--- src/design/led_matrix_frame_buffer_driver_core_assert.svh ---
// Assertion macros for the LED matrix frame buffer driver core.
`ifndef LED_MATRIX_FRAME_BUFFER_DRIVER_CORE_ASSERT_SVH
`define LED_MATRIX_FRAME_BUFFER_DRIVER_CORE_ASSERT_SVH

// Holds at every clock edge outside reset.
`define LMFB_ASSERT(label, prop, msg) \
	label: assert property (@(posedge clk) disable iff (!arst_n) prop) else $error(msg);

// Consequent holds in the cycle after the antecedent.
`define LMFB_ASSERT_NEXT(label, ante, cons, msg) \
	label: assert property (@(posedge clk) disable iff (!arst_n) (ante) |=> (cons)) \
		else $error(msg);

`endif

--- src/design/lmfb_pkg.sv ---
// Shared types, codes and helpers for the LED matrix frame buffer driver.
package lmfb_pkg;

	localparam int MAX_DEVICES = 4;
	localparam int ROWS        = 8;
	localparam int QDEPTH      = 2;
	localparam int QPTR_W      = $clog2(QDEPTH);
	localparam int QCNT_W      = $clog2(QDEPTH + 1);

	localparam logic [1:0] FUNC_PIXEL   = 2'd0;
	localparam logic [1:0] FUNC_ROW     = 2'd1;
	localparam logic [1:0] FUNC_CLEAR   = 2'd2;
	localparam logic [1:0] FUNC_REFRESH = 2'd3;

	localparam logic [0:0] REG_DEVICES   = 1'b0;
	localparam logic [2:0] DEVICES_RESET = 3'd4;
	localparam logic [7:0] TOP_BIT       = 8'h80;

	typedef struct packed {
		logic [1:0] func;
		logic [4:0] column;
		logic [2:0] bit_row;
		logic       pixel_on;
		logic [7:0] row_value;
		logic       invert;
	} cmd_t;

	typedef struct packed {
		logic [63:0] frame_bits;
		logic        last_frame;
	} frame_t;

	typedef struct packed {
		logic pop;
		logic busy;
	} back_status_t;

	// Chip count as used: 0 acts as 1, anything above the chain size saturates.
	function automatic logic [2:0] chips_eff(input logic [2:0] dev);
		logic [2:0] n;
		n = dev;
		if (dev == 3'd0)
			n = 3'd1;
		else if (dev > 3'(MAX_DEVICES))
			n = 3'(MAX_DEVICES);
		return n;
	endfunction

	// One chip word: digit register k+1 in the high byte, data in the low byte.
	function automatic logic [15:0] chip_word(input logic [2:0] k, input logic [7:0] data);
		logic [7:0] reg_num;
		reg_num = 8'(k) + 8'd1;
		return {reg_num, data};
	endfunction

endpackage

--- src/design/lmfb_front.sv ---
// Front end: takes command words, drops out-of-range columns, queues the rest.
module lmfb_front (
	input  logic              clk,
	input  logic              arst_n,
	input  logic              cmd_valid,
	output logic              cmd_ready,
	input  lmfb_pkg::cmd_t    cmd,
	input  logic [2:0]        n_eff,
	input  logic              pop,
	output logic              q_avail,
	output lmfb_pkg::cmd_t    q_head
);

	lmfb_pkg::cmd_t                  q_mem_q [lmfb_pkg::QDEPTH];
	logic [lmfb_pkg::QPTR_W-1:0]     wr_ptr_q;
	logic [lmfb_pkg::QPTR_W-1:0]     rd_ptr_q;
	logic [lmfb_pkg::QCNT_W-1:0]     count_q;
	logic                            keep;
	logic                            push;

	always_comb begin
		case (cmd.func)
			lmfb_pkg::FUNC_PIXEL, lmfb_pkg::FUNC_ROW: begin
				keep = {1'b0, cmd.column[4:3]} < n_eff;
			end
			default: begin
				keep = 1'b1;
			end
		endcase
	end

	assign cmd_ready = count_q != lmfb_pkg::QCNT_W'(lmfb_pkg::QDEPTH);
	// dropped words are accepted but never queued
	assign push      = cmd_valid && cmd_ready && keep;
	assign q_avail   = count_q != '0;
	assign q_head    = q_mem_q[rd_ptr_q];

	always_ff @(posedge clk or negedge arst_n) begin
		if (!arst_n) begin
			wr_ptr_q <= '0;
			rd_ptr_q <= '0;
			count_q  <= '0;
		end else begin
			if (push)
				wr_ptr_q <= wr_ptr_q + 1'b1;
			if (pop)
				rd_ptr_q <= rd_ptr_q + 1'b1;
			count_q <= count_q + lmfb_pkg::QCNT_W'(push) - lmfb_pkg::QCNT_W'(pop);
		end
	end

	always_ff @(posedge clk) begin
		if (push)
			q_mem_q[wr_ptr_q] <= cmd;
	end

endmodule

--- src/design/lmfb_back.sv ---
// Back end: frame buffer, command sequencer and output word register.
module lmfb_back (
	input  logic                     clk,
	input  logic                     arst_n,
	input  logic                     q_avail,
	input  lmfb_pkg::cmd_t           q_head,
	input  logic [2:0]               n_eff,
	output lmfb_pkg::back_status_t   status,
	output logic                     frame_valid,
	input  logic                     frame_ready,
	output lmfb_pkg::frame_t         frame
);

	typedef enum logic [1:0] {
		ST_IDLE = 2'b01,
		ST_BUSY = 2'b10
	} state_t;

	state_t             state_q;
	lmfb_pkg::cmd_t     cmd_q;
	logic [4:0]         cnt_q;
	logic [7:0]         fb_q [lmfb_pkg::MAX_DEVICES][lmfb_pkg::ROWS];
	logic               frame_valid_q;
	lmfb_pkg::frame_t   frame_q;

	logic               advance;
	logic               emit;
	logic               pop;
	logic [1:0]         chip;
	logic [2:0]         row;
	logic [7:0]         cur;
	logic [7:0]         mask;
	logic [7:0]         new_val;
	logic [1:0]         last_chip;
	lmfb_pkg::frame_t   frame_d;

	assign advance = !frame_valid_q || frame_ready;
	assign emit    = (state_q == ST_BUSY) && advance;
	assign pop     = (state_q == ST_IDLE) && q_avail;

	assign chip      = cmd_q.column[4:3];
	assign row       = cmd_q.column[2:0];
	assign cur       = fb_q[chip][row];
	assign mask      = lmfb_pkg::TOP_BIT >> cmd_q.bit_row;
	assign last_chip = 2'(n_eff - 3'd1);

	always_comb begin
		if (cmd_q.func == lmfb_pkg::FUNC_ROW)
			new_val = cmd_q.row_value;
		else if (cmd_q.pixel_on)
			new_val = cur | mask;
		else
			new_val = cur & ~mask;
	end

	always_comb begin
		frame_d = '0;
		case (cmd_q.func)
			lmfb_pkg::FUNC_PIXEL, lmfb_pkg::FUNC_ROW: begin
				for (int d = 0; d < lmfb_pkg::MAX_DEVICES; d++) begin
					if (2'(d) == chip)
						frame_d.frame_bits[16*d +: 16] = lmfb_pkg::chip_word(row, new_val);
				end
				frame_d.last_frame = 1'b1;
			end
			lmfb_pkg::FUNC_CLEAR: begin
				// cnt walks chip-major, register-minor
				for (int d = 0; d < lmfb_pkg::MAX_DEVICES; d++) begin
					if (2'(d) == cnt_q[4:3])
						frame_d.frame_bits[16*d +: 16] = lmfb_pkg::chip_word(cnt_q[2:0], 8'd0);
				end
				frame_d.last_frame = (cnt_q[4:3] == last_chip) && (cnt_q[2:0] == 3'd7);
			end
			default: begin
				for (int d = 0; d < lmfb_pkg::MAX_DEVICES; d++) begin
					if (3'(d) < n_eff)
						frame_d.frame_bits[16*d +: 16] = lmfb_pkg::chip_word(cnt_q[2:0],
							fb_q[d][cnt_q[2:0]] ^ {8{cmd_q.invert}});
				end
				frame_d.last_frame = cnt_q[2:0] == 3'd7;
			end
		endcase
	end

	always_ff @(posedge clk or negedge arst_n) begin
		if (!arst_n) begin
			state_q       <= ST_IDLE;
			cnt_q         <= '0;
			frame_valid_q <= 1'b0;
			for (int d = 0; d < lmfb_pkg::MAX_DEVICES; d++)
				for (int k = 0; k < lmfb_pkg::ROWS; k++)
					fb_q[d][k] <= '0;
		end else begin
			if (emit)
				frame_valid_q <= 1'b1;
			else if (frame_ready)
				frame_valid_q <= 1'b0;

			case (state_q)
				ST_IDLE: begin
					if (pop) begin
						cnt_q   <= '0;
						state_q <= ST_BUSY;
					end
				end
				ST_BUSY: begin
					if (emit) begin
						cnt_q <= cnt_q + 5'd1;
						if (frame_d.last_frame)
							state_q <= ST_IDLE;
						if (cmd_q.func inside {lmfb_pkg::FUNC_PIXEL, lmfb_pkg::FUNC_ROW})
							fb_q[chip][row] <= new_val;
						if (cmd_q.func == lmfb_pkg::FUNC_CLEAR) begin
							for (int d = 0; d < lmfb_pkg::MAX_DEVICES; d++)
								for (int k = 0; k < lmfb_pkg::ROWS; k++)
									fb_q[d][k] <= '0;
						end
					end
				end
				default: begin
					state_q <= ST_IDLE;
				end
			endcase
		end
	end

	always_ff @(posedge clk) begin
		if (pop)
			cmd_q <= q_head;
		if (emit)
			frame_q <= frame_d;
	end

	assign status.pop  = pop;
	assign status.busy = state_q == ST_BUSY;
	assign frame_valid = frame_valid_q;
	assign frame       = frame_q;

endmodule

--- src/design/led_matrix_frame_buffer_driver_core.sv ---
// Top level of the LED matrix frame buffer driver: config register and front/back split.
//
//  channel | direction | handshake             | word
//  cmd     | in        | cmd_valid/cmd_ready   | lmfb_pkg::cmd_t
//  frame   | out       | frame_valid/frame_ready | lmfb_pkg::frame_t
//  apb     | in        | psel/penable, pready=1 | devices_in_use at 0x0
//
// Set-pixel and write-row emit a single frame; clear-all emits one per chip register; refresh one per row.
// The sequencer in the back end emits one frame per cycle unless frame_ready stalls it; a two-word queue
// lets the front end keep taking words meanwhile.
// Reset clears the frame buffer and sets the chip count to 4.
// A stalled frame_ready holds the output word and stops the sequencer only.
`include "led_matrix_frame_buffer_driver_core_assert.svh"

module led_matrix_frame_buffer_driver_core (
	input  logic              clk,
	input  logic              arst_n,
	input  logic              cmd_valid,
	output logic              cmd_ready,
	input  lmfb_pkg::cmd_t    cmd,
	output logic              frame_valid,
	input  logic              frame_ready,
	output lmfb_pkg::frame_t  frame,
	input  logic              psel,
	input  logic              penable,
	input  logic              pwrite,
	input  logic [2:0]        paddr,
	input  logic [31:0]       pwdata,
	output logic [31:0]       prdata,
	output logic              pready
);

	logic [2:0]              dev_q;
	logic [2:0]              n_eff;
	logic                    cfg_wr;
	logic                    dev_wr;
	logic                    q_avail;
	lmfb_pkg::cmd_t          q_head;
	lmfb_pkg::back_status_t  status;

	assign pready = 1'b1;
	assign cfg_wr = psel && penable && pwrite;
	assign dev_wr = cfg_wr && paddr[2:2] == lmfb_pkg::REG_DEVICES;
	assign n_eff  = lmfb_pkg::chips_eff(dev_q);

	always_ff @(posedge clk or negedge arst_n) begin
		if (!arst_n)
			dev_q <= lmfb_pkg::DEVICES_RESET;
		else if (dev_wr)
			dev_q <= pwdata[2:0];
	end

	always_comb begin
		case (paddr[2:2])
			lmfb_pkg::REG_DEVICES: prdata = {29'd0, dev_q};
			default:               prdata = '0;
		endcase
	end

	lmfb_front u_front (
		.clk       (clk),
		.arst_n    (arst_n),
		.cmd_valid (cmd_valid),
		.cmd_ready (cmd_ready),
		.cmd       (cmd),
		.n_eff     (n_eff),
		.pop       (status.pop),
		.q_avail   (q_avail),
		.q_head    (q_head)
	);

	lmfb_back u_back (
		.clk         (clk),
		.arst_n      (arst_n),
		.q_avail     (q_avail),
		.q_head      (q_head),
		.n_eff       (n_eff),
		.status      (status),
		.frame_valid (frame_valid),
		.frame_ready (frame_ready),
		.frame       (frame)
	);

	`LMFB_ASSERT(a_pop_nonempty, status.pop |-> q_avail, "back end popped an empty queue")
	`LMFB_ASSERT(a_pop_idle, status.pop |-> !status.busy, "pop while a command is in flight")
	`LMFB_ASSERT(a_chips_range, n_eff != 3'd0 && n_eff <= 3'(lmfb_pkg::MAX_DEVICES), "bad chips")
	`LMFB_ASSERT_NEXT(a_cfg_write, dev_wr, dev_q == $past(pwdata[2:0]), "chip count write lost")

endmodule
--- config.mk ---
export PLATFORM = sky130hd
export DESIGN_NAME = led_matrix_frame_buffer_driver_core
export DESIGN_NICKNAME = d
export VERILOG_FILES = /design/src/design/lmfb_pkg.sv /design/src/design/lmfb_front.sv /design/src/design/lmfb_back.sv /design/src/design/led_matrix_frame_buffer_driver_core.sv
export VERILOG_INCLUDE_DIRS = /design/src /design/src/design
export SDC_FILE = /design/constraint.sdc
export NUM_CORES = 1
export LEC_CHECK = 0
export BUFFER_PORTS_ARGS = -buffer_cell sky130_fd_sc_hd__buf_2
export CAP_MARGIN = 20
export CELL_PAD_IN_SITES_DETAIL_PLACEMENT = 1
export CELL_PAD_IN_SITES_GLOBAL_PLACEMENT = 1
export CORE_ASPECT_RATIO = 1.1
export CORE_UTILIZATION = 40
export CTS_CLUSTER_DIAMETER = 100
export DETAILED_ROUTE_END_ITERATION = 12
export PLACE_DENSITY = 0.79
export SETUP_SLACK_MARGIN = 0.4
export SYNTH_ARGS = -nofsm -noshare
export SYNTH_HDL_FRONTEND = slang
export SYNTH_HIERARCHICAL = 1
export SYNTH_SLANG_ARGS = --single-unit
--- constraint.sdc ---
create_clock -name clk -period 9.95 [get_ports clk]
set_input_delay 1.4925 -clock clk [delete_from_list [all_inputs] [get_ports clk]]
set_output_delay 1.4925 -clock clk [all_outputs]
set_load 0.005 [all_outputs]
=== After elaboration in Yosys (flattened, before gate mapping) ===
Memories as Yosys holds them, arrays and structs flattened. A register that Yosys moved wholly into a read port is not among the register bits.
Cells that the tools add are included.

* Register bits: 336
* Bits in latches: 0
* Memory bits (writable): 40
* Memory bits (read-only): 0
* Input port bits: 62
* Output and inout port bits: 100
* Word-level logic and storage cells: 172
* Memories: 1

* Add/sub/neg operators: 8
* $mul: 0
* Div/mod/pow operators: 0
* Order comparisons: 11
* Eq/ne operators: 17
* Shifts and indexed selects: 1
* Multiplexer cells: 55
* Bitwise operators: 11
* Reduce and logical (&&, ||, !) cells: 27

{| class="wikitable"
|+ Memories
! name !! words !! bits a word !! rd ports !! clocked after Yosys merged registers in !! write ports !! line !! source
|-
| u_front.q_mem_q || 2 || 20 || 1 || 1 || 1 || lmfb_front.sv:14 || <nowiki>lmfb_pkg::cmd_t q_mem_q [lmfb_pkg::QDEPTH];</nowiki>
|}

{| class="wikitable"
|+ Operators by type and width
! cell !! count
|-
| 256-bit two-way mux || 2
|-
| 256-bit bitwise mux || 1
|-
| 16-bit two-way mux || 12
|-
| 64-bit two-way mux || 3
|-
| 65-bit one-hot mux with 2 select lines || 1
|-
| 64-bit binary-select mux with 2-bit select || 1
|-
| 64-bit demux with 2-bit select || 1
|-
| 8-bit binary-select mux with 3-bit select || 5
|-
| 8-bit two-way mux || 13
|-
| 8-bit bitwise XOR || 4
|-
| 8-bit demux with 3-bit select || 1
|-
| 1-bit logical AND || 10
|-
| 5-bit two-way mux || 2
|-
| 5-bit one-hot mux with 2 select lines || 1
|-
| 2-bit nonzero test || 5
|-
| 3-bit two-way mux || 3
|-
| 3-bit AND reduction || 3
|-
| 3-bit by 1-bit adder with 4-bit output (second input constant) || 2
|-
| 8-bit AND || 1
|-
| 2-bit equality test (first input constant) || 4
|-
| 4-bit greater-or-equal comparator (second input constant) || 2
|-
| 2-bit zero test || 4
|-
| 3-bit inverter with 4-bit output || 2
|-
| 8-bit inverter || 1
|-
| other kinds (30) || 46
|}

=== Depth between registers and ports, before layout ===
* Depth after elaboration: 15
* Gate-level depth with buffers: 10
* Gate-level depth less buffers: 10

=== Hierarchy ===
Netlist, hierarchy kept.

{| class="wikitable"
|+ Modules (own cells, without submodules)
! module !! times used !! cells each !! area an instance (sq um) !! sequential area each (sq um)
|-
| lmfb_back || 1 || 1385 || 17948.5 || 8679.6
|-
| lmfb_front || 1 || 84 || 1686.6 || 1301.2
|-
| led_matrix_frame_buffer_driver_core || 1 || 46 || 417.9 || 76.3
|}

=== Least setup slack after synthesis ===
Ideal clock, no wire load.

* Path type: input to register
* From: input port frame_ready
* To: register u_back/fb_q[32] in the netlist's numbering
* Setup time: 0.121 ns
* Data arrival time: 4.131 ns
* Required time: 9.829 ns
* Setup slack: 5.699 ns
* Stages: 7
* Buffers on the path: 1
* Cell sequence: nand2b_1 nand2_1 clkinv_1 nand2_1 buf_2 nor2_1 a22o_1

* Word-level cells in the longest chain between the ends: 3

{| class="wikitable"
|+ RTL lines
! element !! line !! source
|-
| from (decl) || led_matrix_frame_buffer_driver_core.sv:22 || <nowiki>input logic frame_ready,</nowiki>
|-
| 1-bit logical OR || lmfb_back.sv:37 || <nowiki>assign advance = !frame_valid_q || frame_ready;</nowiki>
|-
| 1-bit logical AND || lmfb_back.sv:38 || <nowiki>assign emit = (state_q == ST_BUSY) && advance;</nowiki>
|-
| net u_back.emit || lmfb_back.sv:27 || <nowiki>logic emit;</nowiki>
|-
| 3-bit AND reduction (no line) || - ||
|-
| to (signal, indexed assignment) || lmfb_back.sv:112 || <nowiki>fb_q[chip][row] <= new_val;</nowiki>
|-
| to (decl) || lmfb_back.sv:22 || <nowiki>logic [7:0] fb_q [lmfb_pkg::MAX_DEVICES][lmfb_pkg::ROWS];</nowiki>
|}

The timed path passes the listed nets, and every way through them passes these cells.
A chain may end at the register's enable or synchronous reset.

=== Worst setup path in the final report ===
* From: register u_back/chip[0] (netlist name)
* To: register u_back/fb_q[169] in the netlist's numbering

* Word-level cells in the longest chain between the ends: 13
* Elaborated cells on any way between the ends: 19
* Those cells by class: order compare: 2; mux: 13; bitwise: 3; reduce/logical: 1

{| class="wikitable"
|+ RTL lines
! element !! line !! source
|-
| 2-bit inverter with 3-bit output (implied by the code) * || lmfb_back.sv:43, lmfb_back.sv:112 ||
|-
| 64-bit binary-select mux with 2-bit select || lmfb_back.sv:43 || <nowiki>assign cur = fb_q[chip][row];</nowiki>
|-
| 64-bit two-way mux (implied by the code) (2 in series) || lmfb_back.sv:43 ||
|-
| 8-bit binary-select mux with 3-bit select || lmfb_back.sv:43 ||
|-
| 8-bit two-way mux (implied by the code) (2 in series) || lmfb_back.sv:43 ||
|-
| 8-bit AND / 8-bit OR (equally long branches) || lmfb_back.sv:53, lmfb_back.sv:51 ||
|-
| 8-bit two-way mux || lmfb_back.sv:50 || <nowiki>else if (cmd_q.pixel_on)</nowiki>
|-
| 8-bit two-way mux || lmfb_back.sv:48 || <nowiki>if (cmd_q.func == lmfb_pkg::FUNC_ROW)</nowiki>
|-
| 256-bit bitwise mux * || lmfb_back.sv:112 ||
|-
| 256-bit two-way mux * || lmfb_back.sv:111 || <nowiki>if (cmd_q.func inside {lmfb_pkg::FUNC_PIXEL, lmfb_pkg::FUNC_ROW})</nowiki>
|-
| 256-bit two-way mux * || lmfb_back.sv:113 || <nowiki>if (cmd_q.func == lmfb_pkg::FUNC_CLEAR) begin</nowiki>
|}

Mark *: on every way between the ends. The rest lies on a longest branch, timed or not. The select of a mux whose other input is x is not followed.

==> results.txt <==
Peak VDD IR = 0.184 mV
Critical Path RT = 10360 ps
Main synth FF type = dfrtp_1
R2r setup slk = 5500 ps
CTS Buffer Depth = 3
Final core utilization = 44.6%
Worst Hold Class = reg -> reg
Asr flop ratio synth = 71.3%
CORE AREA = 49200 µm²
Initial DRC Count = 1378
Maximum fanout along the worst path = 57
Top cells by count, synth = dfrtp_1 (269), a22o_1 (262), mux2i_1 (130)
CTS tree = built
Kind of critical path = reg -> reg
Per-cell routed wire length = 29.0 µm
Layout cell share with drive strength beyond 1 = 21.6%
Sequential-to-total area share from yosys stat = 50.2%
H-tree depth = 2
Max Fclk = 225 MHz
P_sw = 2.75 mW
Crit share post-route = 44.7%
FF/Latch Area = 10100 µm²
Fin Setup TNS = 0 ps
Unique masters post-synth = 75
CP startpoint kind = register
Vias = 14600
Dpl hpwl = 44900 µm
Synth top area share = 33.6%
Most frequent cell after synthesis = dfrtp_1
Post-Place Cell Area = 20500 µm²
Row count = 85
Initial antenna violation count = 0
Syn-to-layout area delta = 9.48%
Clock group share of total power = 23.6%
Final antenna-violating net count = 0
Leakage = 8.95 nW
Sequential power share = 35.8%
Internal cell power = 3.88 mW
Clock-pin slew on the worst setup and hold paths = 60 ps
RSZ-0062 raised after global routing = no
Final instance area = 22000 µm²
CP Capture Type = register
Die Ht = 237 µm
Worst-Margin Slew = 1240 ps
Post-Syn Instances = 1515
Final Hold Viols = 0
Global-route wire length before repair = 98800 µm
Post-synth EDFFs = 109
Root Driver = clkbuf_16
Pin count of the biggest net entering global routing = 120
Die footprint = 51000 µm²
Drt total wl = 64900 µm
CTS resizes = 0
Placer Congestion = 0.909
DRT Pass-1 Iters = 5
Global route total overflow = 0
Overall Global Routing Usage = 25.7%
Initial Util = 40.7%
# Max-Cap Violations = 0
# setup viols final = 0
Slew Viols, Final = 0
Logic pwr share = 40.6%
Area leader, netlist = dfrtp_1
Total setup buffers inserted after CTS = 0
YS warnings = 6
Clk Latency, worst-skew pair = 580 ps
Multi-input logic area = 8990 µm²
Crit path arrival time = 4860 ps
Min cycle time layout = 4450 ps
CTS sink count = 380
Syn Std Cell Area = 20100 µm²
Hold Buf Count CTS = 0
I/O Buffers = 84
Flops & latches, synth = 380
Fin nets = 1620
DRC Markers = 0
Top post-synthesis cells by area = dfrtp_1 (34%), edfxtp_1 (16%), a22o_1 (11%), mux4_2 (8.9%), mux2i_1 (6.5%)
Fillcell total = 5005
Sw Share = 41.5%
Vias per cell = 6.53
Status = completed
Die X = 215 µm
Clock skew = 27.1 ps
Relative slew slack = 17.2%
Syn avg cell area = 13.2 µm²
ANT cells = 0
CTS Buf Count = 43
Number of global-route vias before repair = 15300
Pwr dens = 302 nW/µm²
Io pins = 162
[final timing paths]
| kind | startpoint | depth (start not counted) | endpoint |
|---|---|---|---|
| worst min-delay path | u_front/wr_ptr_q | 1 | u_front/wr_ptr_q |
| max in group asynchronous | arst_n | 2 | u_back/fb_q[54] |
| worst min register to register | u_front/wr_ptr_q | 1 | u_front/wr_ptr_q |
| min in group asynchronous | arst_n | 1 | u_front/count_q[1] |
| worst max-delay path | u_back/chip[0] | 8 | u_back/fb_q[169] |
| worst max register to register | u_back/chip[0] | 8 | u_back/fb_q[169] |
[logic make-up after synthesis]
logic type | count (synthesis) | share of synthesized area, %
compound gates | 436 | 18.2
flops | 380 | 50.2
simple gates | 242 | 6.92
mux | 233 | 16.8
buf+inv | 176 | 5.86
xor+xnor | 39 | 1.70
fa+ha+maj | 6 | 0.374
other cells | 3 | 0.0562
[through the flow]
stage          hold WS [ps]  worst slack (ps)  cells  total power [mW]
2_1_floorplan           455              5700   1558              4.30
3_3_place_gp            478              5700   2156              4.92
3_5_place_dp            496              5640   2156              5.01
4_1_cts                 511              5640   2235              6.60
5_1_grt                 518              5320   2238              6.87
6_report                504              5500   2238              6.62
[layout make-up]
type | instances | share of cell area (%)
clock buffer | 57 | 5.52
clock inverter | 22 | 0.735
inverter | 10 | 0.171
multi-input combinational | 1002 | 40.9
sequential | 380 | 45.8
tap | 652 | 3.72
timing repair buffer | 115 | 3.08
[cells in the final DEF (no fill, tap or decap), types with 45 or more instances in the layout]
cell,n
a22o_1,262
buf_2,83
conb_1,46
o22ai_1,45
dfrtp_1,266
mux4_2,79
nor2_1,52
edfxtp_1,109
clkbuf_16,45
mux2i_1,130
nand2_1,87
[sequential cells by signal, summed over array words and instances, names as in the netlist]
signal / cells
u_back/cmd_q: 18
u_front/q_mem_q: 40
u_front/wr_ptr_q: 1
u_back/chip: 2
u_front/count_q: 2
u_back/state_q: 2
u_back/fb_q: 256
u_back/frame: 49
u_back/frame_valid: 1
dev_q: 3
u_front/rd_ptr_q: 1
u_back/cnt_q: 5
[critical path: stages (launching register included)]
cell	delay, ps
edfxtp_1	320
buf_4	700
buf_4	910
or4b_1	350
o22ai_1	110
a211o_1	330
nor4_4	930
buf_4	410
o41ai_1	130
[per-layer routing]
layer	GRT usage (%)	share of wire, %	wire length, µm
met1	33.6	39	25400
met2	41.1	48	31100
met3	4.08	7.5	4890
met4	13.2	5.4	3530
met5	0	0	0
[power by group through the flow]
stage	registers [mW]	clock network [mW]	logic (mW)
2_1_floorplan	2.21	0	2.09
3_3_place_gp	2.36	0	2.55
3_5_place_dp	2.38	0	2.63
4_1_cts	2.36	1.59	2.64
5_1_grt	2.40	1.64	2.82
6_report	2.37	1.57	2.69
(Power assumes the default switching activity.)
